`src/rtl/lru_tile_tag_cache_unit_assert.svh`:
```
// assertion macros shared by the tile tag cache rtl
`ifndef LRU_TILE_TAG_CACHE_UNIT_ASSERT_SVH
`define LRU_TILE_TAG_CACHE_UNIT_ASSERT_SVH

// condition holds at every edge outside reset
`define LTTC_ASSERT_ALWAYS(label, clk, rst, cond, msg) \
   label: assert property (@(posedge clk) disable iff (rst) (cond)) else $error(msg);

// consequent holds in the same cycle as the antecedent
`define LTTC_ASSERT_SAME(label, clk, rst, ante, cons, msg) \
   label: assert property (@(posedge clk) disable iff (rst) (ante) |-> (cons)) else $error(msg);

// consequent holds in the cycle after the antecedent
`define LTTC_ASSERT_NEXT(label, clk, rst, ante, cons, msg) \
   label: assert property (@(posedge clk) disable iff (rst) (ante) |=> (cons)) else $error(msg);

`endif

```
`src/rtl/lttc_pkg.sv`:
```
package lttc_pkg;

   localparam int ZOOM_W = 5;
   localparam int COL_W  = 24;
   localparam int ROW_W  = 24;
   localparam int KEY_W  = ZOOM_W + COL_W + ROW_W;
   localparam int SLOT_W = 3;

   typedef enum logic [0:0] {
      OP_LOOKUP = 1'b0,
      OP_INSERT = 1'b1
   } op_type;

   typedef logic [KEY_W-1:0] key_type;

endpackage

```
`src/rtl/lttc_if.sv`:
```
interface lttc_req_if;
   logic                            valid;
   logic                            ready;
   lttc_pkg::op_type                op;
   logic        [lttc_pkg::ZOOM_W-1:0] zoom_level;
   logic signed [lttc_pkg::COL_W-1:0]  tile_col;
   logic signed [lttc_pkg::ROW_W-1:0]  tile_row;

   modport source (output valid, op, zoom_level, tile_col, tile_row, input ready);
   modport sink   (input valid, op, zoom_level, tile_col, tile_row, output ready);
endinterface

interface lttc_rsp_if;
   logic                        valid;
   logic                        ready;
   logic                        hit;
   logic [lttc_pkg::SLOT_W-1:0] slot;
   logic                        evicted;

   modport source (output valid, hit, slot, evicted, input ready);
   modport sink   (input valid, hit, slot, evicted, output ready);
endinterface

```
`src/rtl/lru_tile_tag_cache_unit.sv`:
```
// a request passes through the input register, then the result register, before its result is valid
// one request per cycle while the result is not stalled; the tag compare and rank update are combinational
// a stalled result holds the input register, which frees once the result is taken
// reset (synchronous, active high) clears all valid bits and the fill count at once
// and loads each recency rank with its slot index; no clearing pass is needed
`include "lru_tile_tag_cache_unit_assert.svh"

module lru_tile_tag_cache_unit #(
   parameter int N_ENTRIES = 8
) (
   input  logic       clock,
   input  logic       reset,
   lttc_req_if.sink   req_bus,
   lttc_rsp_if.source rsp_bus
);

   localparam int IDX_W = $clog2(N_ENTRIES);
   localparam int CNT_W = $clog2(N_ENTRIES + 1);

   // input register
   logic               in_valid_ff;
   lttc_pkg::op_type   in_op_ff;
   lttc_pkg::key_type  in_key_ff;

   // tag store
   logic               valid_ff [N_ENTRIES];
   lttc_pkg::key_type  key_ff   [N_ENTRIES];
   logic [IDX_W-1:0]   rank_ff  [N_ENTRIES];
   logic [CNT_W-1:0]   filled_ff;

   // result register
   logic                        rsp_valid_ff;
   logic                        rsp_hit_ff;
   logic [lttc_pkg::SLOT_W-1:0] rsp_slot_ff;
   logic                        rsp_evicted_ff;

   logic advance;
   logic step;

   logic [N_ENTRIES-1:0] match;
   logic                 hit_found;
   logic [IDX_W-1:0]     hit_idx;
   logic [IDX_W-1:0]     lru_idx;
   logic                 full;
   logic                 is_insert;
   logic [IDX_W-1:0]     ins_idx;
   logic [IDX_W-1:0]     sel_idx;
   logic                 touch_en;
   logic [IDX_W-1:0]     old_rank;
   logic                 ins_was_valid;
   logic [IDX_W-1:0]     rank_in [N_ENTRIES];
   logic [CNT_W-1:0]     filled_in;
   logic                 evicted_in;
   logic [IDX_W+2:0]     slot_wide;

   assign advance     = !rsp_valid_ff || rsp_bus.ready;
   assign step        = in_valid_ff && advance;
   assign req_bus.ready = !in_valid_ff || advance;

   assign rsp_bus.valid   = rsp_valid_ff;
   assign rsp_bus.hit     = rsp_hit_ff;
   assign rsp_bus.slot    = rsp_slot_ff;
   assign rsp_bus.evicted = rsp_evicted_ff;

   always_comb begin
      is_insert = (in_op_ff == lttc_pkg::OP_INSERT);
      full      = (filled_ff == CNT_W'(N_ENTRIES));

      // lowest matching slot wins, lru slot holds the oldest rank
      hit_found = 1'b0;
      hit_idx   = '0;
      lru_idx   = '0;
      for (int i = N_ENTRIES - 1; i >= 0; i--) begin
         match[i] = valid_ff[i] && (key_ff[i] == in_key_ff);
         if (match[i]) begin
            hit_found = 1'b1;
            hit_idx   = IDX_W'(i);
         end
         if (rank_ff[i] == IDX_W'(N_ENTRIES - 1)) begin
            lru_idx = IDX_W'(i);
         end
      end

      ins_idx  = full ? lru_idx : filled_ff[IDX_W-1:0];
      sel_idx  = is_insert ? ins_idx : hit_idx;
      touch_en = is_insert || hit_found;

      old_rank      = '0;
      ins_was_valid = 1'b0;
      for (int i = 0; i < N_ENTRIES; i++) begin
         if (sel_idx == IDX_W'(i)) begin
            old_rank      = old_rank | rank_ff[i];
            ins_was_valid = ins_was_valid | valid_ff[i];
         end
      end

      // touched slot goes to rank zero, younger slots age by one
      for (int i = 0; i < N_ENTRIES; i++) begin
         if (!touch_en) begin
            rank_in[i] = rank_ff[i];
         end else if (sel_idx == IDX_W'(i)) begin
            rank_in[i] = '0;
         end else if (rank_ff[i] < old_rank) begin
            rank_in[i] = rank_ff[i] + IDX_W'(1);
         end else begin
            rank_in[i] = rank_ff[i];
         end
      end

      filled_in  = (is_insert && !full) ? filled_ff + CNT_W'(1) : filled_ff;
      evicted_in = is_insert && full && ins_was_valid;
      slot_wide  = (IDX_W+3)'(sel_idx);
   end

   always_ff @(posedge clock) begin
      if (reset) begin
         in_valid_ff  <= 1'b0;
         rsp_valid_ff <= 1'b0;
         filled_ff    <= '0;
         for (int i = 0; i < N_ENTRIES; i++) begin
            valid_ff[i] <= 1'b0;
            rank_ff[i]  <= IDX_W'(i);
         end
      end else begin
         if (req_bus.ready) begin
            in_valid_ff <= req_bus.valid;
         end
         if (step) begin
            rsp_valid_ff <= 1'b1;
            filled_ff    <= filled_in;
            for (int i = 0; i < N_ENTRIES; i++) begin
               rank_ff[i] <= rank_in[i];
            end
            if (is_insert) begin
               valid_ff[ins_idx] <= 1'b1;
            end
         end else if (rsp_bus.ready) begin
            rsp_valid_ff <= 1'b0;
         end
      end
   end

   // payload registers
   always_ff @(posedge clock) begin
      if (req_bus.valid && req_bus.ready) begin
         in_op_ff  <= req_bus.op;
         in_key_ff <= {req_bus.zoom_level, req_bus.tile_col, req_bus.tile_row};
      end
      if (step) begin
         rsp_hit_ff     <= !is_insert && hit_found;
         rsp_slot_ff    <= slot_wide[lttc_pkg::SLOT_W-1:0];
         rsp_evicted_ff <= evicted_in;
         if (is_insert) begin
            key_ff[ins_idx] <= in_key_ff;
         end
      end
   end

   logic [N_ENTRIES-1:0] rank_mru;
   logic [N_ENTRIES-1:0] rank_lru;

   always_comb begin
      for (int i = 0; i < N_ENTRIES; i++) begin
         rank_mru[i] = (rank_ff[i] == '0);
         rank_lru[i] = (rank_ff[i] == IDX_W'(N_ENTRIES - 1));
      end
   end

   `LTTC_ASSERT_ALWAYS(a_one_mru, clock, reset, $onehot(rank_mru), "ranks lost their permutation")
   `LTTC_ASSERT_ALWAYS(a_one_lru, clock, reset, $onehot(rank_lru), "no unique lru slot")
   `LTTC_ASSERT_ALWAYS(a_fill_bound, clock, reset, filled_ff <= CNT_W'(N_ENTRIES),
      "fill count past capacity")
   `LTTC_ASSERT_SAME(a_evict_no_hit, clock, reset, rsp_valid_ff && rsp_evicted_ff, !rsp_hit_ff,
      "result flags both hit and eviction")
   `LTTC_ASSERT_NEXT(a_stall_hold, clock, reset, in_valid_ff && !advance, in_valid_ff,
      "input register dropped a stalled request")

endmodule

```
`src/flat_wrapper.sv`:
```
// flat-port wrapper written by rule: the top's interface ports become plain ports
module lru_tile_tag_cache_unit_flat 
#(
   parameter int N_ENTRIES = 8
)
  (clock, reset, req_bus_valid, req_bus_op, req_bus_zoom_level, req_bus_tile_col, req_bus_tile_row, req_bus_ready, rsp_bus_valid, rsp_bus_hit, rsp_bus_slot, rsp_bus_evicted, rsp_bus_ready);
  lttc_req_if req_bus_i ();
  lttc_rsp_if rsp_bus_i ();
  input  logic clock;
  input  logic reset;
  input wire logic [$bits(req_bus_i.valid)-1:0] req_bus_valid;
  input wire logic [$bits(req_bus_i.op)-1:0] req_bus_op;
  input wire logic [$bits(req_bus_i.zoom_level)-1:0] req_bus_zoom_level;
  input wire logic [$bits(req_bus_i.tile_col)-1:0] req_bus_tile_col;
  input wire logic [$bits(req_bus_i.tile_row)-1:0] req_bus_tile_row;
  output wire logic [$bits(req_bus_i.ready)-1:0] req_bus_ready;
  output wire logic [$bits(rsp_bus_i.valid)-1:0] rsp_bus_valid;
  output wire logic [$bits(rsp_bus_i.hit)-1:0] rsp_bus_hit;
  output wire logic [$bits(rsp_bus_i.slot)-1:0] rsp_bus_slot;
  output wire logic [$bits(rsp_bus_i.evicted)-1:0] rsp_bus_evicted;
  input wire logic [$bits(rsp_bus_i.ready)-1:0] rsp_bus_ready;
  assign req_bus_i.valid = req_bus_valid;
  assign req_bus_i.op = req_bus_op;
  assign req_bus_i.zoom_level = req_bus_zoom_level;
  assign req_bus_i.tile_col = req_bus_tile_col;
  assign req_bus_i.tile_row = req_bus_tile_row;
  assign req_bus_ready = req_bus_i.ready;
  assign rsp_bus_valid = rsp_bus_i.valid;
  assign rsp_bus_hit = rsp_bus_i.hit;
  assign rsp_bus_slot = rsp_bus_i.slot;
  assign rsp_bus_evicted = rsp_bus_i.evicted;
  assign rsp_bus_i.ready = rsp_bus_ready;
  lru_tile_tag_cache_unit #(.N_ENTRIES(N_ENTRIES)) u_core (.clock(clock), .reset(reset), .req_bus(req_bus_i), .rsp_bus(rsp_bus_i));
endmodule
```
`config.mk`:
```
export PLATFORM = sky130hd
export DESIGN_NAME = lru_tile_tag_cache_unit_flat
export DESIGN_NICKNAME = d
export VERILOG_FILES = /design/src/rtl/lttc_pkg.sv /design/src/rtl/lttc_if.sv /design/src/rtl/lru_tile_tag_cache_unit.sv /design/src/flat_wrapper.sv
export VERILOG_INCLUDE_DIRS = /design/src /design/src/rtl
export SDC_FILE = /design/constraint.sdc
export NUM_CORES = 1
export LEC_CHECK = 0
export ABC_AREA = 1
export BUFFER_PORTS_ARGS = -buffer_cell sky130_fd_sc_hd__buf_2
export CAP_MARGIN = 20
export CORE_MARGIN = 5
export CORE_UTILIZATION = 45
export DETAILED_ROUTE_END_ITERATION = 10
export PLACE_DENSITY_LB_ADDON = 0.08
export SETUP_SLACK_MARGIN = 0.15
export SYNTH_ARGS = -nofsm -noshare
export SYNTH_HDL_FRONTEND = slang
export SYNTH_SLANG_ARGS = --single-unit
```
`constraint.sdc`:
```
create_clock -name clock -period 11.7 [get_ports clock]
set_input_delay 0.585 -clock clock [delete_from_list [all_inputs] [get_ports clock]]
set_output_delay 0.585 -clock clock [all_outputs]
set_load 0.005 [all_outputs]
```
==> summary.md <==
| Metric | Value |
|---|---|
| Instance count on the critical path | `24` |
| Min cycle time layout | `5.31 ns` |
| Worst-margin pin slew | `1.01 ns` |
| Crit-path max cell delay | `0.83 ns` |
| Root cell of the clock tree | `clkbuf_16` |
| Vias/cell | `5.64` |
| Number of cells on the worst hold path | `1` |
| Mapped Cells | `2,095` |
| Crit path required time | `11.98 ns` |
| Worst slew margin | `0.326` |
| Layout Cells excl Fill | `2,929` |
| VDD IR max | `0.000112 V` |
| Die Height | `238 µm` |
| Vias in the first global route | `15,500` |
| CP endpoint kind | `flop` |
| GPL Wtd Cong | `1.02` |
| # setup viols final | `0` |
| Worst-Skew Late Latency | `0.64 ns` |
| Storage element area | `15,500 µm²` |
| RSZ-0062 raised after global routing | `no` |
| Post-DP HPWL | `61,100 µm` |
| PostCTS Resize Cnt | `0` |
| Share of layout cells above drive strength 1 | `0.119` |
| Vias | `16,500` |
| Largest net degree at the start of global routing | `55` |
| Fin Setup TNS | `0 ns` |
| Multi-input gate area | `6820 µm²` |
| Crit Path Max Fanout | `15` |
| Delay-heaviest family, CP | `simple AND/OR/NAND/NOR gates` |
| Status | `complete, no violations` |
| Number of CTS-inserted buffers | `56` |
| Num ports | `65` |
| Pwr per Cell Area | `159 nW/µm²` |
| Clock slew at the register clock pins of the worst setup and hold paths | `0.06 ns` |
| Hold Vio Cnt, Final | `0` |
| Post-DRT Antenna Nets | `0` |
| WS Path Type | `flop to flop` |
| YS warnings | `0` |
| Synth cell types | `45` |
| Final period util | `0.454` |
| Critical path launch point type | `flop` |
| Post-CTS Setup Inserts | `0` |
| Fin. max-slew vios | `0` |
| Wire per inst | `29.8 µm` |
| Floorplan core area | `51,300 µm²` |
| CTS Hold Bufs | `0` |
| Bufs and invs on worst path | `1` |
| Routed wire length | `87,300 µm` |
| Max Root-Sink Buffers | `3` |
| Sequential area share after synthesis | `0.665` |
| Maxcap violations | `0` |
| Mapped Nets | `2,187` |
| Flops & latches, synth | `521` |
| Drt first pass iters | `5` |
| CP max-delay cell | `edfxtp_1` |
| Clock Skews | `0.0347 ns` |
| Max Fclk | `0.188 GHz` |
| Die ar. | `56,500 µm²` |
| Critical Path Most Common Cell | `nand2_1` |
| CTS tree | `done` |
| CP cell instances | `inv_1, nand2_1, nand2_1, nor2_1, nand2_1, nor2_1, nand2_1, nor2_1, nand2_1, nand2_1, nand2_1, nand2_1, nand2_1, nand2_1, nand2_2, a21oi_2, nor2_2, nand3_1, nand4_1, nor2_1, ha_1, a21oi_1, nand2_1, a21oi_1` |
| Placed Instances | `2,827` |
| Initial core utilization | `0.455` |
| Layout fillers | `4,620` |
| WP data arrival | `5.59 ns` |
| Floorplan row count | `83` |
| Total leakage power | `9.83 nW` |
| Layout area overhead | `13.0%` |
| Post-synthesis instance area | `23,300 µm²` |
| CTS H-tree depth | `2` |
| Grt ovf | `0` |
| First-pass GRT wire length | `120,000 µm` |
| Net count reported at finish | `2,297` |
| I/O Buffers | `64` |
| Min-delay worst type | `input port to flop` |
| Syn Area/Cell | `11.1 µm²` |
| Clk sinks | `521` |
| DR iter-0 viols | `2,425` |
| Gr usage total | `0.304` |
| Antenna violations before repair | `5` |
| Die width | `238 µm` |
| Path depth of the worst reg2reg path | `24` |
| Drc violations | `0` |
cell usage after synthesis, drive strengths merged:
library cell	n	area, µm²
o22ai	56	350
and2	1	6.26
a221oi	4	35.0
nand4	41	257
or2	6	37.5
nor3	7	35.0
nor2	253	1000
o21a	1	7.51
o2111ai	6	52.6
dfxtp	14	280
a21oi	32	186
xor2	35	307
xnor2	81	709
a31o	1	8.76
inv	200	751
a211oi	11	87.6
nand3b	1	7.51
and3	2	12.5
ha	34	425
o21ai	140	712
a31oi	1	6.26
edfxtp	507	15200
buf	48	299
a22o	14	123
nand3	47	250
clkbuf	3	11.3
nor4	6	37.5
nand2	541	2090
o211ai	1	7.51
o31ai	1	7.51
path summary, 6_finish.rpt:
check / startpoint / to / slack (ns)
hold / removal: req_bus_tile_row[13] / u_core.in_key_ff[13] / 0.13
setup reg to reg: u_core.in_key_ff[9] / u_core.rank_ff[1][7] / 6.39
hold reg to reg: u_core.valid_ff[1] / u_core.valid_ff[1] / 0.48
setup / recovery: u_core.in_key_ff[9] / u_core.rank_ff[1][7] / 6.39
flip-flops by register name, indices dropped and copies added (netlist names):
register	flops
u_core.key_ff	424
u_core.in_key_ff	53
u_core.rank_ff	24
u_core.valid_ff	8
u_core.filled_ff	4
u_core.rsp_bus.slot	3
u_core.in_op_ff	1
u_core.in_valid_ff	1
u_core.rsp_bus.evicted	1
u_core.rsp_bus.hit	1
u_core.rsp_bus.valid	1
cell usage in the layout (no fill, tap or decap), types with 10 or more instances in the layout:
cell | Yosys | final
buf_2 | 32 | 64
dfxtp_1 | 14 | 14
clkbuf_16 | 0 | 57
inv_1 | 160 | 159
o21ai_0 | 111 | 111
nand3_1 | 44 | 44
nand4_1 | 41 | 41
clkinv_1 | 0 | 12
o21ai_1 | 28 | 28
a22o_1 | 14 | 14
inv_2 | 40 | 41
edfxtp_1 | 507 | 507
nand2_1 | 530 | 530
buf_4 | 11 | 39
ha_1 | 34 | 34
xnor2_1 | 81 | 81
o22ai_1 | 56 | 56
nor2_1 | 244 | 236
xor2_1 | 35 | 35
a21oi_1 | 29 | 29
clkinv_2 | 0 | 10
cells by family (layout without fill, tap and decap cells):
family                   after synthesis  in the layout  share of synthesized area
AO/OA/AOI/OAI                        268            268                     0.0679
other                                  0              1                          0
AND/OR/NAND/NOR                      905            905                      0.160
adder cells (fa/ha/maj)               34             34                     0.0182
XOR/XNOR                             116            116                     0.0436
buffers and inverters                251            404                     0.0455
flip-flops                           521            521                      0.665
metrics by stage:
| stage | power [mW] | util | cell area [µm²] | setup slack [ns] | hold slack (ns) |
|---|---|---|---|---|---|
| 2_1_floorplan | 2.30 | - | 23300 | 7.45 | 0.440 |
| 3_3_place_gp | 2.44 | 0.478 | 24500 | 6.66 | 0.453 |
| 3_5_place_dp | 2.44 | 0.478 | 24500 | 6.59 | 0.466 |
| 4_1_cts | 4.21 | 0.514 | 26400 | 6.54 | 0.106 |
| 5_1_grt | 4.32 | 0.514 | 26400 | 6.11 | 0.113 |
| 6_report | 4.19 | 0.514 | 26400 | 6.39 | 0.130 |
per-layer routing:
| layer | vias up | track usage | share of wire |
|---|---|---|---|
| met5 | - | 0 | 0.00031 |
| met4 | 4 | 0.114 | 0.042 |
| met3 | 152 | 0.0799 | 0.10 |
| met2 | 856 | 0.457 | 0.44 |
| met1 | 8099 | 0.428 | 0.41 |
| li1 | 7406 | - | - |
report_power, final:
group	switching, mW	total [mW]	internal [mW]
logic	0.205	0.282	0.0773
registers	0.0411	2.12	2.08
clock network	0.763	1.79	1.03
total	1.01	4.19	3.18
cell type report:
type,count,share of cell area
multi-input cells,1323,0.259
well taps,680,0.0323
diodes,1,0.0000950
repair buffers,103,0.0233
clock buffers,66,0.0558
flip-flops and latches,521,0.588
clock inverters,35,0.0129
inverters,200,0.0285
Power figures use the tool's default switching activity.
